===== config.mk =====
export PLATFORM = sky130hd
export DESIGN_NAME = pixel_blend_unit
export DESIGN_NICKNAME = d
export VERILOG_FILES = /design/src/rtl/pbu_pkg.sv /design/src/rtl/pbu_channel.sv /design/src/rtl/pixel_blend_unit.sv
export SDC_FILE = /design/constraint.sdc
export NUM_CORES = 1
export LEC_CHECK = 0
export ABC_AREA = 1
export CAP_MARGIN = 20
export CORE_ASPECT_RATIO = 1.75
export CORE_MARGIN = 4
export CORE_UTILIZATION = 47
export CTS_CLUSTER_SIZE = 8
export DETAILED_ROUTE_END_ITERATION = 12
export DONT_BUFFER_PORTS = 1
export PLACE_DENSITY = 0.67
export SYNTH_ARGS = -nofsm -noshare
export SYNTH_HDL_FRONTEND = slang
export SYNTH_SLANG_ARGS = --single-unit

===== constraint.sdc =====
create_clock -name clk -period 14.35 [get_ports clk]
set_input_delay 2.1525 -clock clk [delete_from_list [all_inputs] [get_ports clk]]
set_output_delay 2.1525 -clock clk [all_outputs]
set_load 0.005 [all_outputs]

===== src/rtl/pbu_pkg.sv =====
package pbu_pkg;

	// One input word: blend mode, source pixel and destination pixel.
	typedef struct packed {
		logic [3:0] mode;
		logic [7:0] src_blue;
		logic [7:0] src_green;
		logic [7:0] src_red;
		logic [7:0] src_alpha;
		logic [7:0] dst_blue;
		logic [7:0] dst_green;
		logic [7:0] dst_red;
		logic [7:0] dst_alpha;
	} pbu_in_t;

	// One result word: the blended pixel.
	typedef struct packed {
		logic [7:0] out_blue;
		logic [7:0] out_green;
		logic [7:0] out_red;
		logic [7:0] out_alpha;
	} pbu_out_t;

	// Controls shared by the three color channel datapaths.
	typedef struct packed {
		logic [3:0] mode;
		logic [7:0] weight;
	} pbu_chan_ctl_t;

	localparam logic [3:0] MODE_ADD       = 4'd0;
	localparam logic [3:0] MODE_ALPHA     = 4'd1;
	localparam logic [3:0] MODE_AVERAGE   = 4'd2;
	localparam logic [3:0] MODE_DARKEN    = 4'd3;
	localparam logic [3:0] MODE_LIGHTEN   = 4'd4;
	localparam logic [3:0] MODE_DIFF      = 4'd5;
	localparam logic [3:0] MODE_MULTIPLY  = 4'd6;
	localparam logic [3:0] MODE_SCREEN    = 4'd7;
	localparam logic [3:0] MODE_SRC_ALPHA = 4'd8;
	localparam logic [3:0] MODE_COPY      = 4'd9;

	localparam logic [7:0] CHAN_MAX        = 8'hFF;
	localparam logic [7:0] BLEND_ALPHA_RST = 8'd128;

endpackage


===== src/rtl/pbu_channel.sv =====
module pbu_channel (
	input  pbu_pkg::pbu_chan_ctl_t ctl,
	input  logic [7:0]             s,
	input  logic [7:0]             d,
	output logic [7:0]             y
);
	import pbu_pkg::*;

	logic signed [9:0]  op_a;
	logic signed [9:0]  op_b;
	logic signed [19:0] prod;
	logic [8:0]         sum;
	logic [7:0]         prod_hi;
	logic [7:0]         weighed;

	// One shared multiplier: (s - d) * w for the blends, s * d for multiply,
	// and the inverted channels for screen.
	always_comb begin
		case (ctl.mode)
			MODE_ALPHA, MODE_SRC_ALPHA: begin
				op_a = $signed({2'b00, s}) - $signed({2'b00, d});
				op_b = $signed({2'b00, ctl.weight});
			end
			MODE_SCREEN: begin
				op_a = $signed({2'b00, ~s});
				op_b = $signed({2'b00, ~d});
			end
			default: begin
				op_a = $signed({2'b00, s});
				op_b = $signed({2'b00, d});
			end
		endcase
	end

	assign prod    = op_a * op_b;
	assign prod_hi = prod[15:8];
	// The floor of the signed product over 256 plus d always lands in 0 to 255,
	// so the low byte of the sum is exact.
	assign weighed = d + prod_hi;
	assign sum     = {1'b0, s} + {1'b0, d};

	always_comb begin
		case (ctl.mode)
			MODE_ADD:       y = sum[8] ? CHAN_MAX : sum[7:0];
			MODE_ALPHA:     y = weighed;
			MODE_AVERAGE:   y = {1'b0, s[7:1]} + {1'b0, d[7:1]};
			MODE_DARKEN:    y = (s < d) ? s : d;
			MODE_LIGHTEN:   y = (s > d) ? s : d;
			MODE_DIFF:      y = (s > d) ? (s - d) : (d - s);
			MODE_MULTIPLY:  y = prod_hi;
			MODE_SCREEN:    y = ~prod_hi;
			MODE_SRC_ALPHA: y = weighed;
			MODE_COPY:      y = s;
			default:        y = d;
		endcase
	end

endmodule


===== src/rtl/pixel_blend_unit.sv =====
// Channel   Direction  Handshake             Word
// pix       in         pix_valid, pix_stall  pbu_in_t: mode, source and destination pixel
// res       out        res_valid, res_stall  pbu_out_t: blended pixel
// cfg       in         cfg_valid, cfg_ready  8-bit blend_alpha write data
//
// Every pixel goes from acceptance to result through one input register, one
// pass through the channel datapaths (one multiplier per channel) and one result register.
// One pixel is accepted in every cycle while the result side does not stall.
// Reset clears both stage valid bits and sets blend_alpha to 128.
// A stall on the result side holds the result register; the input register still
// fills, so pix_stall rises only when both stages hold a word.
// cfg_ready is always high; a write takes effect at the next clock edge.
module pixel_blend_unit (
	input  logic             clk,
	input  logic             arst_n,
	input  logic             pix_valid,
	output logic             pix_stall,
	input  pbu_pkg::pbu_in_t pix_word,
	output logic             res_valid,
	input  logic             res_stall,
	output pbu_pkg::pbu_out_t res_word,
	input  logic             cfg_valid,
	output logic             cfg_ready,
	input  logic [7:0]       cfg_data
);
	import pbu_pkg::*;

	logic          pix_valid_s1;
	pbu_in_t       pix_s1;
	logic          res_valid_s2;
	pbu_out_t      res_s2;
	logic [7:0]    blend_alpha_q;
	logic          adv_s1;
	logic          adv_s2;
	pbu_chan_ctl_t chan_ctl;
	pbu_out_t      blended;
	logic [7:0]    alpha_byte;

	// The result register can load when it is empty or its word is leaving.
	// The input register can load when it is empty or its word moves on.
	assign adv_s2    = !res_valid_s2 || !res_stall;
	assign adv_s1    = !pix_valid_s1 || adv_s2;
	assign pix_stall = !adv_s1;
	assign cfg_ready = 1'b1;

	// Configuration register. Writes must come only while the pipeline is empty; the block does not enforce this.
	always_ff @(posedge clk or negedge arst_n) begin
		if (!arst_n) begin
			blend_alpha_q <= BLEND_ALPHA_RST;
		end else if (cfg_valid) begin
			blend_alpha_q <= cfg_data;
		end
	end

	// Stage valid bits.
	always_ff @(posedge clk or negedge arst_n) begin
		if (!arst_n) begin
			pix_valid_s1 <= 1'b0;
			res_valid_s2 <= 1'b0;
		end else begin
			if (adv_s1) begin
				pix_valid_s1 <= pix_valid;
			end
			if (adv_s2) begin
				res_valid_s2 <= pix_valid_s1;
			end
		end
	end

	// Stage payloads load only when a word actually moves in.
	always_ff @(posedge clk) begin
		if (adv_s1 && pix_valid) begin
			pix_s1 <= pix_word;
		end
		if (adv_s2 && pix_valid_s1) begin
			res_s2 <= blended;
		end
	end

	// Source-alpha mode weighs by the source pixel's fourth byte; the
	// constant-alpha mode uses the register.
	assign chan_ctl.mode   = pix_s1.mode;
	assign chan_ctl.weight = (pix_s1.mode == MODE_SRC_ALPHA) ? pix_s1.src_alpha
	                                                         : blend_alpha_q;

	pbu_channel u_blue (
		.ctl (chan_ctl),
		.s   (pix_s1.src_blue),
		.d   (pix_s1.dst_blue),
		.y   (blended.out_blue)
	);

	pbu_channel u_green (
		.ctl (chan_ctl),
		.s   (pix_s1.src_green),
		.d   (pix_s1.dst_green),
		.y   (blended.out_green)
	);

	pbu_channel u_red (
		.ctl (chan_ctl),
		.s   (pix_s1.src_red),
		.d   (pix_s1.dst_red),
		.y   (blended.out_red)
	);

	// The fourth byte is cleared in average mode, taken from the source in copy
	// mode, and passed from the destination in every other mode, undefined ones too.
	always_comb begin
		case (pix_s1.mode)
			MODE_AVERAGE: alpha_byte = 8'd0;
			MODE_COPY:    alpha_byte = pix_s1.src_alpha;
			default:      alpha_byte = pix_s1.dst_alpha;
		endcase
	end

	assign blended.out_alpha = alpha_byte;

	assign res_valid = res_valid_s2;
	assign res_word  = res_s2;

endmodule


==> qor.csv <==
stage,metric,value,unit
global_routing,first-pass GRT wire length,99.9,mm
timing,Rel. slew slack,0.305,
layout,Filler Cells Inserted,3860,
cts,PostCTS Resize Cnt,0,
floorplan,Die W,158,um
global_routing,GRT overflow,0,
hold_path,Hold/Removal Path Class,reg -> reg,
cts,CTS root buf,clkbuf_16,
place,DP Wirelength,53.0,mm
detailed_routing,WL/cell,21.9,um
detailed_routing,routed vias,17000,
timing,Slew @ Worst Pin,1.04,ns
global_routing,largest net degree at the start of global routing,69,
logic_synthesis,Yosys cell types,54,
logic_synthesis,dominant synthesized flop cell,edfxtp_1,
power_and_ir_drop,Leak,10.0,nW
logic_synthesis,Synth Area in Adders,0.307,
timing,"Hold Vio Cnt, Final",0,
cts,clock-pin slew on the worst setup and hold paths,0.10,ns
global_routing,initial antenna violation count,2,
place,Port Buffers,0,
worst_setup_path,CP Max Fanout,33,
layout,share of layout cells above drive strength 1,0.0293,
logic_synthesis,post-synthesis mux area share,0,
place,pre-CTS WS,5.86,ns
logic_synthesis,Mapped Nets,2981,
floorplan,# rows,95,
logic_synthesis,"area leader, netlist",fa_1,
logic_synthesis,number of flops mapped to enable cells by yosys,100,
detailed_routing,Residual DRC,0,
timing,RSZ-0062 raised after global routing,no,
cts,clock sink total,110,
layout,Syn-to-layout area delta,4.08,%
logic_synthesis,Compound-Gate Fraction of Synth Area,0.126,
logic_synthesis,area share of the largest cell type after synthesis,0.192,
floorplan,Initial Util,0.479,
worst_setup_path,crit path capture type,flop,
detailed_routing,drt via density,5.65,
worst_setup_path,"delay-heaviest family, CP",adder cells,
worst_setup_path,Most Frequent Cell on Critical Path,inv_1,
outcome,result of the run,"complete, no violations",
layout,final layout net count,2947,
cts,clk_lat worst skew,0.42,ns
detailed_routing,initial DRC count,1325,
logic_synthesis,"top cells by area, synth","fa_1 19%, edfxtp_1 16%, nand2_1 12%",
timing,PnR worst setup slack,5.73,ns
cts,"Hold-fix buffers, CTS",0,
logic_synthesis,synthesized instance count,2552,
worst_setup_path,Setup CP Type,reg -> reg,
logic_synthesis,Syn Std Cell Area,18500,um2
timing,Max Slew Vio Count,0,
logic_synthesis,largest family of logic cells by synthesized area,adder cells,
timing,period utilization,0.601,
place,Placer Congestion,1.05,
logic_synthesis,Seq cells post-synth,110,
timing,Max Clk Rate,116,MHz
cts,post-CTS setup buffer count,0,
floorplan,height of the die,270,um
timing,final setup violating endpoints,0,
power_and_ir_drop,Gate power share,0.815,
floorplan,num ports,116,
logic_synthesis,Mapped Avg Cell Area,7.24,um2
hold_path,hold path cells,2,
detailed_routing,DR pass1 iterations,8,
logic_synthesis,Synth async-reset ratio,0.0909,
timing,setup TNS,0,ns
power_and_ir_drop,proportion of power drawn by flip-flops and latches,0.110,
cts,TritonCTS clock tree,yes,
cts,H-tree levels,3,
timing,min cycle time layout,8.62,ns
cts,clock buffer count from CTS,9,
power_and_ir_drop,Sw Ratio,0.578,
run,maxcap violations,0,
floorplan,CORE AREA,38600,um2
power_and_ir_drop,sw power,2.32,mW
power_and_ir_drop,total power,4.01,mW
logic_synthesis,sequential area share after synthesis,0.176,
power_and_ir_drop,internal power,1.69,mW
worst_setup_path,CP Data Required Time,14.52,ns
floorplan,die area,42700,um2
global_routing,vias in the first global route,17700,
global_routing,GR Util All Layers,0.310,
cts,clock tree buffer depth,2,
timing,Fin Clk Skew,0.0252,ns
worst_setup_path,CP max stage cell,nand2_2,
logic_synthesis,Simple-Gate Fraction of Synth Area,0.227,
worst_setup_path,Worst path max stage delay,0.60,ns
worst_setup_path,R2R depth,35,
power_and_ir_drop,VDD IR max,0.134,mV
worst_setup_path,crit path DAT,8.80,ns
logic_synthesis,Synth Warn #,0,
worst_setup_path,critical path startpoint category,flop,
power_and_ir_drop,Power Dens Cells,208,nW/um2
worst_setup_path,CP bufs+invs,8,
power_and_ir_drop,clock share of power,0.075,
logic_synthesis,XOR/XNOR Fraction of Synth Area,0.0364,
detailed_routing,Routed WL,65.8,mm
detailed_routing,Post-DRT Antenna Nets,0,
worst_setup_path,Levels on crit path,35,
## path summary, 6_finish.rpt
kind	end	slack, ns	from
setup / recovery	res_word[30]	5.73	chan_ctl[9]
hold / removal	res_valid	0.50	pix_valid_s1
setup reg to reg	res_word[30]	5.73	chan_ctl[9]
hold reg to reg	res_valid	0.50	pix_valid_s1
max in group asynchronous	blend_alpha_q[7]	12.75	arst_n
min in group asynchronous	pix_valid_s1	1.42	arst_n
## synthesized netlist by cell type, types with 6 or more instances
cell       count
a211oi_1      15
a21o_1         6
a21oi_1      165
a22oi_1        6
buf_2         15
clkbuf_1      32
dfrtp_1        9
edfxtp_1     100
fa_1         177
ha_1         171
inv_1        545
nand2_1      585
nand2_2        7
nand3_1      121
nand3_2        8
nand3b_1       9
nand4_1       16
nor2_1       197
nor3_1        23
o2111ai_1      6
o211ai_1      30
o21ai_0      150
o21bai_1       7
or2_2         11
xnor2_1       16
xor2_1        59
## routing by layer
metal	global-route usage	vias up	wire, um
met2	0.573	648	35200
met3	0.0396	278	3040
li1	-	7965	-
met4	0.237	0	6010
met1	0.301	8126	21600
met5	0	-	0
## flip-flops by register name (all words and copies together) (netlist names)
register       flops
pix_s1            64
res_word          32
blend_alpha_q      8
chan_ctl           4
pix_valid_s1       1
res_valid          1
## logic make-up after synthesis
logic type	Yosys count
other	1
flip-flops	110
AND/OR/NAND/NOR	997
adder cells (fa/ha/maj)	348
buffers and inverters	606
XOR/XNOR	76
AO/OA/AOI/OAI	414
## power by group through the flow
stage	logic, mW	registers [mW]	clock network, mW
global route	3.71	0.446	0.315
global placement	3.17	0.449	0
CTS	3.25	0.442	0.301
finish	3.26	0.442	0.300
floorplan	2.39	0.432	0
detailed placement	3.22	0.450	0
## cells in the final DEF, fill, tap and decap left out, types with 6 or more instances in the layout
cell type,count
fa_1,177
nand2_2,7
dfrtp_1,9
nand3b_1,9
o21ai_0,148
nor3_1,22
o2111ai_1,6
a21oi_1,164
o21bai_1,7
clkbuf_16,9
edfxtp_1,100
buf_4,12
nand3_2,8
ha_1,171
nand4_1,16
a211oi_1,15
o211ai_1,30
o21ai_1,6
nand2_1,585
nor2_1,197
nand3_1,121
or2_2,11
a21o_1,6
xor2_1,59
inv_1,544
xnor2_1,16
a22oi_1,6
## per-stage QoR
stage / instance area, um2 / cells / hold WS [ns] / util
after floorplan: 18500 / 2552 / 0.433 / -
after global placement: 18900 / 2992 / 0.474 / 0.490
after detailed placement: 18900 / 2992 / 0.482 / 0.490
after CTS: 19200 / 3008 / 0.506 / 0.498
after global routing: 19200 / 3009 / 0.551 / 0.498
final: 19200 / 3011 / 0.502 / 0.498
## area by class of cell
type / instances / area, um2 / area share
multi-input cells: 1836 / 12900 / 0.670
diodes: 3 / 7.51 / 0.000390
clock inverters: 7 / 96.3 / 0.00501
inverters: 549 / 2060 / 0.107
well taps: 485 / 607 / 0.0315
repair buffers: 12 / 90.1 / 0.00468
flip-flops and latches: 110 / 3250 / 0.169
clock buffers: 9 / 225 / 0.0117
## worst register-to-register path: cells and delay by family (launching register included)
kind                     cells  cell delay [ns]
AO/OA/AOI/OAI                6             1.26
XOR/XNOR                     1             0.29
flip-flops                   1             0.50
adder cells (fa/ha/maj)      6             2.83
buffers and inverters        8             0.99
AND/OR/NAND/NOR             14             2.50
(Power assumes the default switching activity.)
